--- config.mk ---
export PLATFORM = sky130hd
export DESIGN_NAME = fcr_front
export DESIGN_NICKNAME = d
export VERILOG_FILES = /design/src/rtl/core/fcr_pkg.sv /design/src/rtl/core/fcr_front.sv
export SDC_FILE = /design/constraint.sdc
export NUM_CORES = 2
export LEC_CHECK = 0
export BUFFER_PORTS_ARGS = -buffer_cell sky130_fd_sc_hd__buf_2
export CORE_MARGIN = 3
export CORE_UTILIZATION = 49
export DETAILED_ROUTE_END_ITERATION = 8
export GPL_TIMING_DRIVEN = 0
export PLACE_DENSITY = 0.66
export REMOVE_ABC_BUFFERS = 1
export SLEW_MARGIN = 0
export SYNTH_ARGS = -nofsm -noshare
export SYNTH_HDL_FRONTEND = slang
export SYNTH_SLANG_ARGS = --single-unit
--- constraint.sdc ---
create_clock -name clk -period 8.74 [get_ports clk]
set_clock_uncertainty 0.05 [all_clocks]
set_input_delay 0.874 -clock clk [delete_from_list [all_inputs] [get_ports clk]]
set_output_delay 0.874 -clock clk [all_outputs]
set_load 0.01 [all_outputs]
--- src/rtl/core/fcr_pkg.sv ---
// ----------------------------------------------------------------------------
// fcr_pkg: shared types and constants for the fisheye coordinate remap core
// Beat structs, register indexes, fixed field widths and the arctangent table.
// ----------------------------------------------------------------------------
`default_nettype none

package fcr_pkg;

  // Field widths fixed by the pixel and register formats
  localparam int DIM_W    = 12;            // pixel coordinate
  localparam int CDIM_W   = DIM_W + 1;     // image size register
  localparam int Q12_W    = 16;            // strength and zoom, unsigned Q4.12
  localparam int DX_W     = DIM_W + 2;     // signed offset from centre
  localparam int MAG_W    = DIM_W + 1;     // offset magnitude
  localparam int D2_W     = 2 * DIM_W + 1; // dx^2 + dy^2
  localparam int P1_W     = D2_W + Q12_W;  // d2 * S
  localparam int NUM1_W   = P1_W + Q12_W;  // d2 * S * S
  localparam int DIAG_W   = 2 * CDIM_W + 1;
  localparam int R2_W     = 54;            // saturated r^2, Q.24
  localparam int ROOT_W   = 31;            // r in Q.16
  localparam int ANG_W    = 31;            // nonnegative angle, Q.30
  localparam int NUM2_W   = ANG_W + 10;
  localparam int THETA_W  = 25;            // theta, Q.24, up to one
  localparam int OUT_W    = 24;
  localparam int CFG_IDX_W  = 2;
  localparam int CFG_DATA_W = 16;

  localparam logic [THETA_W-1:0] THETA_ONE = 25'h100_0000;

  localparam int CORDIC_STEPS = 30;
  localparam logic [29:0] ATAN_TAB [CORDIC_STEPS] = '{
    30'h3243F6A8, 30'h1DAC6705, 30'h0FADBAFC, 30'h07F56EA6, 30'h03FEAB76,
    30'h01FFD55B, 30'h00FFFAAA, 30'h007FFF55, 30'h003FFFEA, 30'h001FFFFD,
    30'h000FFFFF, 30'h0007FFFF, 30'h0003FFFF, 30'h0001FFFF, 30'h0000FFFF,
    30'h00007FFF, 30'h00003FFF, 30'h00001FFF, 30'h00000FFF, 30'h000007FF,
    30'h000003FF, 30'h000001FF, 30'h000000FF, 30'h0000007F, 30'h0000003F,
    30'h0000001F, 30'h0000000F, 30'h00000007, 30'h00000003, 30'h00000001
  };

  typedef enum logic [CFG_IDX_W-1:0] {
    REG_WIDTH    = 2'd0,
    REG_HEIGHT   = 2'd1,
    REG_STRENGTH = 2'd2,
    REG_ZOOM     = 2'd3
  } cfg_reg_t;

  typedef struct packed {
    logic [DIM_W-1:0] pixel_x;
    logic [DIM_W-1:0] pixel_y;
  } in_t;

  typedef struct packed {
    logic signed [OUT_W-1:0] source_x;
    logic signed [OUT_W-1:0] source_y;
    logic                    inside_border;
  } out_t;

  typedef struct packed {
    logic signed [DX_W-1:0] dx;
    logic signed [DX_W-1:0] dy;
  } dxy_t;

  // Travels alongside the root and arctangent pipes
  typedef struct packed {
    dxy_t               dxy;
    logic               bypass;    // theta_bp is final theta
    logic [THETA_W-1:0] theta_bp;
  } side_t;

endpackage

`default_nettype wire

--- src/rtl/core/fcr_front.sv ---
// ----------------------------------------------------------------------------
// fcr_front: centre offset and scaled squared radius
// Five register stages: capture, offset, square sum, two strength products.
// ----------------------------------------------------------------------------
`default_nettype none

module fcr_front (
  input  wire logic                        clk,
  input  wire logic                        rst_n,
  input  wire logic                        in_valid,
  input  wire fcr_pkg::in_t                in_pix,
  input  wire logic [fcr_pkg::CDIM_W-1:0]  img_w,
  input  wire logic [fcr_pkg::CDIM_W-1:0]  img_h,
  input  wire logic [fcr_pkg::Q12_W-1:0]   strength,
  output logic                             out_valid,
  output logic [fcr_pkg::NUM1_W-1:0]       out_num,
  output fcr_pkg::dxy_t                    out_dxy
);
  import fcr_pkg::*;

  logic                  v0_r, v1_r, v2_r, v3_r, v4_r;
  in_t                   pix0_r;
  dxy_t                  dxy1_r, dxy2_r, dxy3_r, dxy4_r;
  logic [D2_W-1:0]       d2_r;
  logic [P1_W-1:0]       p1_r;
  logic [NUM1_W-1:0]     num_r;

  dxy_t                  dxy_nxt;
  logic signed [2*DX_W-1:0] sqx, sqy;
  logic [P1_W-1:0]       p1_nxt;
  logic [NUM1_W-1:0]     num_nxt;

  // (2p - size) / 2, truncated toward zero
  function automatic logic signed [DX_W-1:0] half_off(input logic [DIM_W-1:0] p,
                                                      input logic [CDIM_W-1:0] s);
    logic signed [DX_W:0] t;
    logic signed [DX_W:0] ta;
    t  = $signed({2'b00, p, 1'b0}) - $signed({2'b00, s});
    ta = t + (DX_W+1)'(t[DX_W]);
    return ta[DX_W:1];
  endfunction

  assign dxy_nxt.dx = half_off(pix0_r.pixel_x, img_w);
  assign dxy_nxt.dy = half_off(pix0_r.pixel_y, img_h);
  assign sqx        = dxy1_r.dx * dxy1_r.dx;
  assign sqy        = dxy1_r.dy * dxy1_r.dy;
  assign p1_nxt     = d2_r * strength;
  assign num_nxt    = p1_r * strength;

  always_ff @(posedge clk) begin
    if (!rst_n) begin
      v0_r <= 1'b0;
      v1_r <= 1'b0;
      v2_r <= 1'b0;
      v3_r <= 1'b0;
      v4_r <= 1'b0;
    end else begin
      v0_r <= in_valid;
      v1_r <= v0_r;
      v2_r <= v1_r;
      v3_r <= v2_r;
      v4_r <= v3_r;
    end
    pix0_r <= in_pix;
    dxy1_r <= dxy_nxt;
    dxy2_r <= dxy1_r;
    dxy3_r <= dxy2_r;
    dxy4_r <= dxy3_r;
    d2_r   <= D2_W'(sqx) + D2_W'(sqy);
    p1_r   <= p1_nxt;
    num_r  <= num_nxt;
  end

  assign out_valid = v4_r;
  assign out_num   = num_r;
  assign out_dxy   = dxy4_r;

endmodule

`default_nettype wire

Word-level counts from Yosys, hierarchy flattened
Index checks and enable logic that the tools add are counted.

cells by class
  multipliers = 4
  $add $sub $neg = 5

operators with widths
  operator          count
  $mul A41 B16 Y57  1
  $mul A14 B14 Y25  2
  $mul A25 B16 Y41  1
  $add A14 B2 Y15   2
  $sub A13 B13 Y14  2
  $add A25 B25 Y25  1

word-level totals
  output and inout port bits = 86
  logic and storage cells = 27
  bits in registers = 264

Depth between registers and ports, before layout
  word-level depth = 2
  depth in mapped cells = 28
  depth with buffers taken out = 26

Worst setup path before layout
Ideal clock, no wire load.

  path kind = register to register
  start point = register dxy1_r[13] in the netlist's numbering
  end point = register d2_r[24]
  path slack = 1.520 ns
  data required time = 8.618 ns
  stages on the path, launching flop included = 24
  arrival = 7.097 ns
  cells stage by stage = dfxtp_1 > clkbuf_1 > clkbuf_1 > nand2_1 > fa_1 > fa_1 > inv_1 > fa_1 > fa_1 > fa_1 > fa_1 > fa_1 > inv_1 > fa_1 > inv_1 > ha_1 > and3_1 > a31oi_1 > a21oi_1 > a41o_1 > o41ai_1 > o21bai_1 > a21oi_1 > xnor2_1

between the ends
  longest elaborated chain between the ends = 2

RTL lines
  item                    RTL line         RTL
  from (decl)             fcr_front.sv:23  dxy_t dxy1_r, dxy2_r, dxy3_r, dxy4_r;
  from (signal assigned)  fcr_front.sv:65  dxy1_r <= dxy_nxt;
  $mul A14 B14 Y25        fcr_front.sv:46  assign sqy = dxy1_r.dy * dxy1_r.dy;
  $add A25 B25 Y25        fcr_front.sv:69  d2_r <= D2_W'(sqx) + D2_W'(sqy);
  to (signal assigned)    fcr_front.sv:69
  to (decl)               fcr_front.sv:24  logic [D2_W-1:0] d2_r;

No other way between the ends.
A chain may end at the register's enable or synchronous reset.

Final worst setup path
  start point = register dxy1_r[0] in the netlist's numbering
  end point = register d2_r[24]

Same word-level chain as after synthesis.

==> qor.txt <==
Setup Viol. Count Final: 0
CP Data Arrival Time: 8.70 ns
Post-synthesis sequential area ratio: 10.1%
Tmin final: 8.27 ns
Vias in the first global route: 39800
Std-Cell Rows: 119
Slew Viols, Final: 0
Routability congestion estimate: 0.871
Worst slew margin: 26.5%
Final hold violation count: 0
Max-cap check violation count: 0
IO buf count: 154
Req. time, crit path: 9.17 ns
Most used DFF post-synth: dfxtp_1
1st-iter DRT viols: 1871
Period utilization: 94.6%
Avg WL per Cell: 17.4 µm
Die height: 332 µm
Async SR Flop Fraction: 0%
First-pass GRT wire length: 207000 µm
CTS tree: built
Clk root buf: clkbuf_16
Crit Path Class: register to register
Post_cts resized: 0
Bufs on Longest Clock Path: 3
Final hold slack: 0.267 ns
Yosys reg bits: 264
Finished Layout Cells: 7059
Routed WL: 123000 µm
Max FO, Critical Path: 17
Avg Cell Area, Syn: 9.21 µm²
Die ar.: 111000 µm²
Gr ovfl total: 0
Share of the synthesized area in the top cell type: 46.8%
Area delta synth->final: 5.75%
Top-level I/O count: 155
All-Layer GR Usage: 23.3%
Core area: 106000 µm²
Most common cell in the netlist: inv_1
Routed vias: 36300
Final core occ: 52.3%
Share of cells above drive strength 1: 4.52%
DP Cell Count: 6997
Top post-synthesis cells by area: fa_1 (47%), inv_1 (10%), dfxtp_1 (10%)
Clk sinks: 264
Initial antenna violation count: 0
F_max: 0.121 GHz
Ant. Diodes: 0
DRC: 0
Number of synthesized flops with an enable pin: 0
Setup tns final: 0 ns
Element type at the critical path end: register
Worst-path clk slew: 0.07 ns
Unique masters post-synth: 77
CP startpoint kind: register
Post-CTS Repair Setup Buffers: 0
Worst Tran Pin Value: 1.10 ns
Cell area after synthesis: 52200 µm²
Die width: 332 µm
Vias per cell: 5.14
Dominant cell type by area after synthesis: fa_1
Synth top cells by count: inv_1 (1438), fa_1 (1221), nand2_1 (892)
Worst skew pair latency: 0.60 ns
Cts bufs inserted: 35
First drt pass iteration count: 7
Layout net count: 7311
Warnings, synthesis: 0
Hold_buf cts: 0
Synth Instances: 5668
Detail Placement HPWL: 92100 µm
Pin count of the biggest net entering global routing: 67
Antenna-violating nets left: 0
HP Class: register to register
RSZ-0062 raised after global routing: false
Starting Density: 49.5%
Outcome: finished clean
H-tree depth: 2
==> registers in the layout (all words and copies together) (netlist names), 24 cells and up <==
name / count
out_num: 57
p1_r: 41
dxy1_r: 28
dxy2_r: 28
dxy3_r: 28
out_dxy: 28
d2_r: 25
pix0_r: 24
==> stage by stage <==
step                worst slack [ns]  instance area (µm²)
global route                   0.123                55200
floorplan                       1.73                51300
detailed placement             0.253                54100
global placement              -0.141                53800
finish                         0.472                55200
CTS                            0.373                55200
==> placed cells by master (no fill, tap or decap), drive strengths merged, types with 6 or more instances in the layout <==
cell type / n
nor4: 6
and2: 422
or2: 8
o21bai: 17
xor2: 56
nor3: 35
a21oi: 116
ha: 378
inv: 1446
a211oi: 23
xnor2: 124
or3: 14
nor2b: 11
nand2: 892
and3: 10
clkinvlp: 6
o21ai: 65
clkbuf: 43
nand2b: 24
dfxtp: 264
a31o: 7
buf: 163
nand4: 11
nor2: 105
fa: 1221
nand3: 26
a31oi: 11
a21o: 58
o21a: 24
==> layer usage <==
| metal | wire (µm) | global-route usage (%) | part of all wire [%] |
|---|---|---|---|
| met5 | 0 | 0 | 0 |
| met4 | 3850 | 7.49 | 3.1 |
| met3 | 7630 | 3.29 | 6.2 |
| met2 | 59500 | 40.0 | 48 |
| met1 | 51700 | 30.6 | 42 |
==> critical path, cell delays in order (launching register included) <==
cell and delay (ns):
dfxtp_1 0.95, nand2_1 0.70, fa_1 0.70, fa_1 0.55, inv_1 0.05, fa_1 0.52
fa_1 0.58, fa_1 0.44, fa_1 0.46, fa_1 0.49, inv_1 0.05, fa_1 0.47
inv_1 0.04, ha_1 0.33, and3_1 0.20, a31oi_1 0.26, a21oi_1 0.16, a41o_1 0.29
o41ai_1 0.48, o21bai_1 0.11, a21oi_1 0.19, xnor2_1 0.08
==> layout make-up <==
cell class              count  area, µm²
clock inverters            19        204
clock buffers              43        926
repair buffers            163       1030
multi-input cells        3740      40600
fillers                  9750      50300
flip-flops and latches    264       5290
inverters                1439       5400
well taps                1391       1740
==> final timing paths <==
check | startpoint | end | slack, ns | cells after the start
min | dxy2_r[24]$_DFF_P_ | dxy3_r[24]$_DFF_P_ | 0.27 | 0
min reg2reg | dxy2_r[24]$_DFF_P_ | dxy3_r[24]$_DFF_P_ | 0.27 | 0
max reg2reg | dxy1_r[0]$_DFF_P_ | d2_r[24]$_DFF_P_ | 0.47 | 21
max | dxy1_r[0]$_DFF_P_ | d2_r[24]$_DFF_P_ | 0.47 | 21
==> cell families after synthesis <==
group / Yosys count / synth area share, %
buf+inv: 1664 / 12.1
fa+ha+maj: 1599 / 55.9
simple gates: 1575 / 14.0
compound gates: 383 / 4.87
flops: 264 / 10.1
xor+xnor: 180 / 3.02
mux: 2 / 0.0431
other cells: 1 / 0.00718
Power is not shown: default switching activity piles up to over one toggle a cycle in this logic, so the estimate is an artifact.
