$ cat config.mk
export PLATFORM = sky130hd
export DESIGN_NAME = fcr_back
export DESIGN_NICKNAME = d
export VERILOG_FILES = /design/src/rtl/core/fcr_pkg.sv /design/src/rtl/core/fcr_back.sv
export SDC_FILE = /design/constraint.sdc
export NUM_CORES = 2
export LEC_CHECK = 0
export CELL_PAD_IN_SITES_DETAIL_PLACEMENT = 1
export CELL_PAD_IN_SITES_GLOBAL_PLACEMENT = 2
export CORE_ASPECT_RATIO = 1.2
export CORE_MARGIN = 3
export CORE_UTILIZATION = 43
export DETAILED_ROUTE_END_ITERATION = 10
export DONT_BUFFER_PORTS = 1
export PLACE_DENSITY_LB_ADDON = 0.1
export SKIP_CTS_REPAIR_TIMING = 1
export SYNTH_ARGS = -nofsm -noshare
export SYNTH_HDL_FRONTEND = slang
export SYNTH_SLANG_ARGS = --single-unit
$ cat constraint.sdc
create_clock -name clk -period 8 [get_ports clk]
set_input_delay 0 -clock clk [delete_from_list [all_inputs] [get_ports clk]]
set_output_delay 0 -clock clk [all_outputs]
set_load 0.02 [all_outputs]
$ cat src/rtl/core/fcr_pkg.sv
// ----------------------------------------------------------------------------
// fcr_pkg: shared types and constants for the fisheye coordinate remap core
// Beat structs, register indexes, fixed field widths and the arctangent table.
// ----------------------------------------------------------------------------
`default_nettype none

package fcr_pkg;

  // Field widths fixed by the pixel and register formats
  localparam int DIM_W    = 12;            // pixel coordinate
  localparam int CDIM_W   = DIM_W + 1;     // image size register
  localparam int Q12_W    = 16;            // strength and zoom, unsigned Q4.12
  localparam int DX_W     = DIM_W + 2;     // signed offset from centre
  localparam int MAG_W    = DIM_W + 1;     // offset magnitude
  localparam int D2_W     = 2 * DIM_W + 1; // dx^2 + dy^2
  localparam int P1_W     = D2_W + Q12_W;  // d2 * S
  localparam int NUM1_W   = P1_W + Q12_W;  // d2 * S * S
  localparam int DIAG_W   = 2 * CDIM_W + 1;
  localparam int R2_W     = 54;            // saturated r^2, Q.24
  localparam int ROOT_W   = 31;            // r in Q.16
  localparam int ANG_W    = 31;            // nonnegative angle, Q.30
  localparam int NUM2_W   = ANG_W + 10;
  localparam int THETA_W  = 25;            // theta, Q.24, up to one
  localparam int OUT_W    = 24;
  localparam int CFG_IDX_W  = 2;
  localparam int CFG_DATA_W = 16;

  localparam logic [THETA_W-1:0] THETA_ONE = 25'h100_0000;

  localparam int CORDIC_STEPS = 30;
  localparam logic [29:0] ATAN_TAB [CORDIC_STEPS] = '{
    30'h3243F6A8, 30'h1DAC6705, 30'h0FADBAFC, 30'h07F56EA6, 30'h03FEAB76,
    30'h01FFD55B, 30'h00FFFAAA, 30'h007FFF55, 30'h003FFFEA, 30'h001FFFFD,
    30'h000FFFFF, 30'h0007FFFF, 30'h0003FFFF, 30'h0001FFFF, 30'h0000FFFF,
    30'h00007FFF, 30'h00003FFF, 30'h00001FFF, 30'h00000FFF, 30'h000007FF,
    30'h000003FF, 30'h000001FF, 30'h000000FF, 30'h0000007F, 30'h0000003F,
    30'h0000001F, 30'h0000000F, 30'h00000007, 30'h00000003, 30'h00000001
  };

  typedef enum logic [CFG_IDX_W-1:0] {
    REG_WIDTH    = 2'd0,
    REG_HEIGHT   = 2'd1,
    REG_STRENGTH = 2'd2,
    REG_ZOOM     = 2'd3
  } cfg_reg_t;

  typedef struct packed {
    logic [DIM_W-1:0] pixel_x;
    logic [DIM_W-1:0] pixel_y;
  } in_t;

  typedef struct packed {
    logic signed [OUT_W-1:0] source_x;
    logic signed [OUT_W-1:0] source_y;
    logic                    inside_border;
  } out_t;

  typedef struct packed {
    logic signed [DX_W-1:0] dx;
    logic signed [DX_W-1:0] dy;
  } dxy_t;

  // Travels alongside the root and arctangent pipes
  typedef struct packed {
    dxy_t               dxy;
    logic               bypass;    // theta_bp is final theta
    logic [THETA_W-1:0] theta_bp;
  } side_t;

endpackage

`default_nettype wire

$ cat src/rtl/core/fcr_back.sv
// ----------------------------------------------------------------------------
// fcr_back: theta select, offset scaling, rounding and output
// Five register stages: select, two products, round and add, saturate.
// ----------------------------------------------------------------------------
`default_nettype none

module fcr_back #(
  parameter int FRAC_BITS = 8
) (
  input  wire logic                        clk,
  input  wire logic                        rst_n,
  input  wire logic                        in_valid,
  input  wire logic [fcr_pkg::NUM2_W-1:0]  in_quo,
  input  wire fcr_pkg::side_t              in_side,
  input  wire logic [fcr_pkg::CDIM_W-1:0]  img_w,
  input  wire logic [fcr_pkg::CDIM_W-1:0]  img_h,
  input  wire logic [fcr_pkg::Q12_W-1:0]   zoom,
  output logic                             out_valid,
  output fcr_pkg::out_t                    out_res
);
  import fcr_pkg::*;

  localparam int PX_W  = THETA_W + MAG_W;
  localparam int ZX_W  = PX_W + Q12_W;
  localparam int SH    = 36 - FRAC_BITS;
  localparam int OFF_W = ZX_W + 1 - SH;
  localparam int SW    = (FRAC_BITS + 21 > 25) ? FRAC_BITS + 21 : 25;
  localparam logic signed [SW-1:0] ONE_Q  = SW'(1) <<< FRAC_BITS;
  localparam logic signed [SW-1:0] SAT_HI = SW'(8388607);
  localparam logic signed [SW-1:0] SAT_LO = SW'(-8388608);

  logic                 v0_r, v1_r, v2_r, v3_r, v4_r;
  logic [THETA_W-1:0]   theta_r;
  logic [MAG_W-1:0]     magx_r, magy_r;
  logic                 negx0_r, negy0_r, negx1_r, negy1_r, negx2_r, negy2_r;
  logic [PX_W-1:0]      px_r, py_r;
  logic [ZX_W-1:0]      zx_r, zy_r;
  logic signed [SW-1:0] sx_r, sy_r;
  out_t                 res_r;

  logic [THETA_W-1:0]   theta_nxt;
  logic [ZX_W:0]        rx, ry;
  logic [OFF_W-1:0]     offx, offy;
  logic signed [SW-1:0] cx, cy, sx_nxt, sy_nxt, lim_x, lim_y;
  out_t                 res_nxt;

  function automatic logic [MAG_W-1:0] mag(input logic signed [DX_W-1:0] d);
    logic signed [DX_W-1:0] n;
    n = -d;
    return d[DX_W-1] ? n[MAG_W-1:0] : d[MAG_W-1:0];
  endfunction

  function automatic logic signed [SW-1:0] sat(input logic signed [SW-1:0] v);
    if (v > SAT_HI) return SAT_HI;
    if (v < SAT_LO) return SAT_LO;
    return v;
  endfunction

  always_comb begin
    if (in_side.bypass) begin
      theta_nxt = in_side.theta_bp;
    end else if (in_quo > NUM2_W'(THETA_ONE)) begin
      theta_nxt = THETA_ONE;
    end else begin
      theta_nxt = in_quo[THETA_W-1:0];
    end
  end

  // round half up in magnitude, then restore the sign
  assign rx     = {1'b0, zx_r} + ((ZX_W+1)'(1) << (SH - 1));
  assign ry     = {1'b0, zy_r} + ((ZX_W+1)'(1) << (SH - 1));
  assign offx   = rx[ZX_W:SH];
  assign offy   = ry[ZX_W:SH];
  assign cx     = $signed(SW'(img_w) << (FRAC_BITS - 1));
  assign cy     = $signed(SW'(img_h) << (FRAC_BITS - 1));
  assign sx_nxt = negx2_r ? cx - $signed(SW'(offx)) : cx + $signed(SW'(offx));
  assign sy_nxt = negy2_r ? cy - $signed(SW'(offy)) : cy + $signed(SW'(offy));

  assign lim_x = $signed(SW'(img_w) << FRAC_BITS) - ONE_Q;
  assign lim_y = $signed(SW'(img_h) << FRAC_BITS) - ONE_Q;

  always_comb begin
    res_nxt.source_x      = OUT_W'(sat(sx_r));
    res_nxt.source_y      = OUT_W'(sat(sy_r));
    res_nxt.inside_border = (sx_r > ONE_Q) && (sy_r > ONE_Q) &&
                            (sx_r < lim_x) && (sy_r < lim_y);
  end

  always_ff @(posedge clk) begin
    if (!rst_n) begin
      v0_r <= 1'b0;
      v1_r <= 1'b0;
      v2_r <= 1'b0;
      v3_r <= 1'b0;
      v4_r <= 1'b0;
    end else begin
      v0_r <= in_valid;
      v1_r <= v0_r;
      v2_r <= v1_r;
      v3_r <= v2_r;
      v4_r <= v3_r;
    end
    theta_r <= theta_nxt;
    magx_r  <= mag(in_side.dxy.dx);
    magy_r  <= mag(in_side.dxy.dy);
    negx0_r <= in_side.dxy.dx[DX_W-1];
    negy0_r <= in_side.dxy.dy[DX_W-1];
    px_r    <= theta_r * magx_r;
    py_r    <= theta_r * magy_r;
    negx1_r <= negx0_r;
    negy1_r <= negy0_r;
    zx_r    <= px_r * zoom;
    zy_r    <= py_r * zoom;
    negx2_r <= negx1_r;
    negy2_r <= negy1_r;
    sx_r    <= sx_nxt;
    sy_r    <= sy_nxt;
    res_r   <= res_nxt;
  end

  assign out_valid = v4_r;
  assign out_res   = res_r;

endmodule

`default_nettype wire

# ---- After elaboration in Yosys (flattened, before gate mapping)
# Index checks and enable logic that the tools add are counted.
dict set report word_totals {
  register_bits 353
  input_bits 140
  output_inout_bits 50
  wordCells 69
}
dict set report classes {
  addsub 10
  multipliers 4
  order_cmp 9
  n_mux 20
  n_reduce_logical 3
}
# operator n
set ops {}
lappend ops {{$mux 24} 8}
lappend ops {{$add 54x28->55 const B} 2}
lappend ops {{$mul 38x16->54} 2}
lappend ops {{$mul 25x13->38} 2}
lappend ops {{$gt 29x10->1 const B} 2}
lappend ops {{$gt 29x24->1 const B} 2}
lappend ops {{$lt 29x22->1} 2}
lappend ops {{$lt 29x24->1 const B} 2}
lappend ops {{$mux 29} 2}
lappend ops {{$add 20x27->28} 2}
lappend ops {{$sub 20x27->28} 2}
lappend ops {{$mux 25} 2}
lappend ops {{$sub 21x9->22 const B} 2}
lappend ops {{$gt 41x25->1 const B} 1}
lappend ops {{$mux 13} 2}
lappend ops {{$neg 13->13} 2}
lappend ops {{$mux 1} 6}
lappend ops {{$logic_and 1x1->1} 3}

# ---- Longest topological paths before layout
dict set report logic_depth {
  depth_word 5
  mapped_depth 25
  mapped_depth_nobuf 23
}

# ---- Worst setup path after synthesis
# OpenSTA, ideal clock, no wires.
dict set report synth_timing {
  path_type {reg2reg}
  from {register py_r[23]}
  to {register zy_r[50]}
  setup_time_ns 0.079
  t_arrival_ns 6.277
  required_ns 7.921
  path_slack_ns 1.644
  path_stages_with_launch 24
  n_path_buf 1
  period_less_slack_ns 6.356
  cell_sequence {dfxtp_1 > clkbuf_1 > nand2_1 > fa_1 > inv_1 > fa_1 > inv_1 > fa_1 > inv_1 > fa_1 > fa_1 > inv_1 > fa_1 > inv_1 > ha_1 > a21o_1 > a21o_1 > a21o_1 > or3_1 > o221a_4 > a311oi_4 > a31oi_4 > a311o_1 > o211ai_1}
}
dict set report synth_via {
  elab_chain_cells 1
}
# element line_no
set synth_rtl {}
lappend synth_rtl {{from (decl)} fcr_back.sv:36} ;# logic [PX_W-1:0] px_r, py_r;
lappend synth_rtl {{from (signal assigned)} fcr_back.sv:109} ;# py_r <= theta_r * magy_r;
lappend synth_rtl {{$mul 38x16->54} fcr_back.sv:113} ;# zy_r <= py_r * zoom;
lappend synth_rtl {{to (signal assigned)} fcr_back.sv:113}
lappend synth_rtl {{to (decl)} fcr_back.sv:37} ;# logic [ZX_W-1:0] zx_r, zy_r;
# Every way passes these cells.
# A chain may end at the register's enable or synchronous reset.

# ---- Worst setup path after layout
dict set report layout_timing {
  from {register py_r[15]}
  to {register zy_r[51]}
}
# Same word-level chain as after synthesis.

==> results_dict.tcl <==
set metrics [dict create \
    hold_viol_final 4 \
    drt-initial-drc-count 1955 \
    die_w_um 372 \
    antenna_left 0 \
    slowest_delay_ps 970 \
    htree_levels 2 \
    end_kind "flop" \
    worst_skew_pair.late_latency_ps 640 \
    regArea_um2 5990 \
    fin_tns_setup_ps 0 \
    startpoint_type "flop" \
    cts_tree "built" \
    reg2reg_slack_ps 300 \
    slowest_stage "dfxtp_1" \
    status "complete, but fails checks" \
    async_flop_share_pct 0 \
    grt_overflow_total 0 \
    vias 51900 \
    min_from "img_h[12]" \
    cts.sinks 299 \
    relSlewSlack_pct 31.3 \
    syn2layout_area_growth_pct 7.18 \
    fin_skew_ps 25.9 \
    path_class "flop to flop" \
    synthesis.area_um2 69100 \
    first_global_vias 59600 \
    first_pass_iters 5 \
    initial_utilization_pct 43.4 \
    rr_worst_depth 21 \
    path_buf_inv 5 \
    hold_ws_ps -27.0 \
    rows 160 \
    clock_path_buffers 3 \
    cp_cell_sequence "nand2_1, fa_1, inv_1, fa_1, inv_1, fa_1, inv_1, fa_1, fa_1, inv_1, fa_1, inv_1, ha_1, nand3_1, a2111oi_0, o31a_1, o311a_1, o21ai_0, o21ai_0, a31oi_1, xnor2_1" \
    numPortBuffers 0 \
    reg2reg_from "py_r[15]" \
    num-fill-cells 18400 \
    tightestPinTransition_ps 1030 \
    core_um2 159000 \
    r2r-end "zy_r[51]" \
    ios 190 \
    cap_violations 0 \
    place.detailed.hpwl_um 167000 \
    synthFlopType "dfxtp_1" \
    cts-buffers-inserted 39 \
    die-area_um2 165000 \
    die_h_um 445 \
    wl_per_cell_um 21.9 \
    worstPathRequired_ps 8510 \
    grt_first_pass_wirelength_um 340000 \
    synth_seq_area_share_pct 8.67 \
    drc 0 \
    critPathMaxFanout 14 \
    path_clk_slew_ps 60 \
    synth-edff-count 0 \
    viasPerCell 5.26 \
    finalNetCount 9879 \
    antenna_found_initial 15 \
    holdPathStages 4 \
    avgSynthCellArea_um2 8.88 \
    grt_max_degree 77 \
    setup_violations 0 \
    multiInputGateArea_um2 55600 \
    wirelength_um 215000 \
    drv_slew 0 \
    drive_gt1_share_pct 3.28 \
    postSynthCellCount 7773 \
    holdPathEnd "sy_r[23]" \
    ys_ff_latch 299 \
    crit_family "adder cells" \
    synth_nets 9937 \
    violations "hold timing" \
    synth_warnings 0 \
    track_usage_pct 26.5 \
    fin_crit_ps 7700 \
    routabilityCongestion 0.853 \
    crit_arrival_ps 8210 \
    synth.distinct_cells 88 \
    cts_root_buf "clkbuf_16" \
    fmax_mhz 130 \
    cpMostUsedCell "fa_1" \
    min_period_over_period_pct 96.2 \
    min_path_type "primary input to flop" \
]
[layer usage]
layer  routed length [um]  GRT usage [%]
met1                88200           32.6
met2               113000           48.5
met3                 8150           3.14
met4                 6520           7.54
met5                   27              0
[worst reg2reg max path: cells and delay by family, from the launching register on]
kind            cells  cell delay, ps
fa+ha+maj           7            3380
compound gates      6            2420
flops               1             970
simple gates        2             380
buf+inv             5             270
xor+xnor            1             160
[cell families (layout without fill, tap and decap cells)]
| group | Yosys count | count (layout) | synth area share [%] |
|---|---|---|---|
| simple gates | 2495 | 2495 | 17.2 |
| fa+ha+maj | 2024 | 2024 | 53.1 |
| buf+inv | 1992 | 1963 | 10.9 |
| compound gates | 694 | 694 | 6.79 |
| flops | 299 | 299 | 8.67 |
| xor+xnor | 264 | 264 | 3.35 |
| mux | 5 | 5 | 0.0743 |
| other cells | 0 | 6 | 0 |
[how the worst max path moves through the flow]
stage                         from  endpoint  slack (ps)  cells after the start
after floorplan           py_r[23]  zy_r[50]        1640                     23
after global routing      px_r[12]  zx_r[53]          -3                     20
after detailed placement  px_r[12]  zx_r[53]         290                     20
after CTS                 px_r[12]  zx_r[53]         330                     20
final                     py_r[15]  zy_r[51]         300                     21
after global placement    px_r[12]  zx_r[53]         420                     20
[cells in the mapped netlist (47+ instances only)]
library cell,count,area (um2)
a21o_1,162,1220
a21oi_1,186,931
and2_1,647,4050
clkbuf_1,360,1350
dfxtp_1,299,5990
fa_1,1510,30200
ha_1,514,6430
inv_1,1618,6070
nand2_1,1355,5090
nand3_1,76,380
nor2_1,140,526
nor3_1,47,235
o21ai_0,92,460
xnor2_1,184,1610
xor2_1,80,701
[cells in the final DEF (no fill, tap or decap), types with 76 or more instances in the layout]
cell type      instances
o21ai_0               92
buf_4                142
xnor2_1              184
fa_1                1510
xor2_1                80
ha_1                 514
nor2_1               140
nand3_1               76
inv_1               1618
dfxtp_1              294
dlygate4sd3_1        133
a21o_1               162
nand2_1             1355
and2_1               647
a21oi_1              186
[per-stage QoR]
step	setup WS, ps	hold slack (ps)	area, um2	instances	utilization [%]
floorplan	1640	27.7	69100	7773	-
finish	301	-27.0	74000	9856	46.6
CTS	329	-667	72700	9717	45.7
global placement	423	28.5	71300	9647	44.9
global route	-2.56	7.10	74000	9851	46.6
detailed placement	294	28.2	71300	9647	44.9
[state kept, by name, summed over array words and instances (netlist names), 25 cells and up]
name / count
out_res: 49
px_r: 38
py_r: 38
sx_r: 29
sy_r: 29
theta_r: 25
zx_r: 27
zy_r: 27
[area by class of cell]
type / count / area share (%)
Clock inverter: 22 / 0.372
Sequential cell: 299 / 8.10
Antenna cell: 6 / 0.0203
Inverter: 1618 / 8.21
Multi-Input combinational cell: 5482 / 75.1
Tap cell: 2106 / 3.56
Timing Repair Buffer: 275 / 3.24
Clock buffer: 48 / 1.43
Power is left out: the tool's default activity adds up to more than one toggle a clock period on the data nets, which glitch-free logic cannot reach.
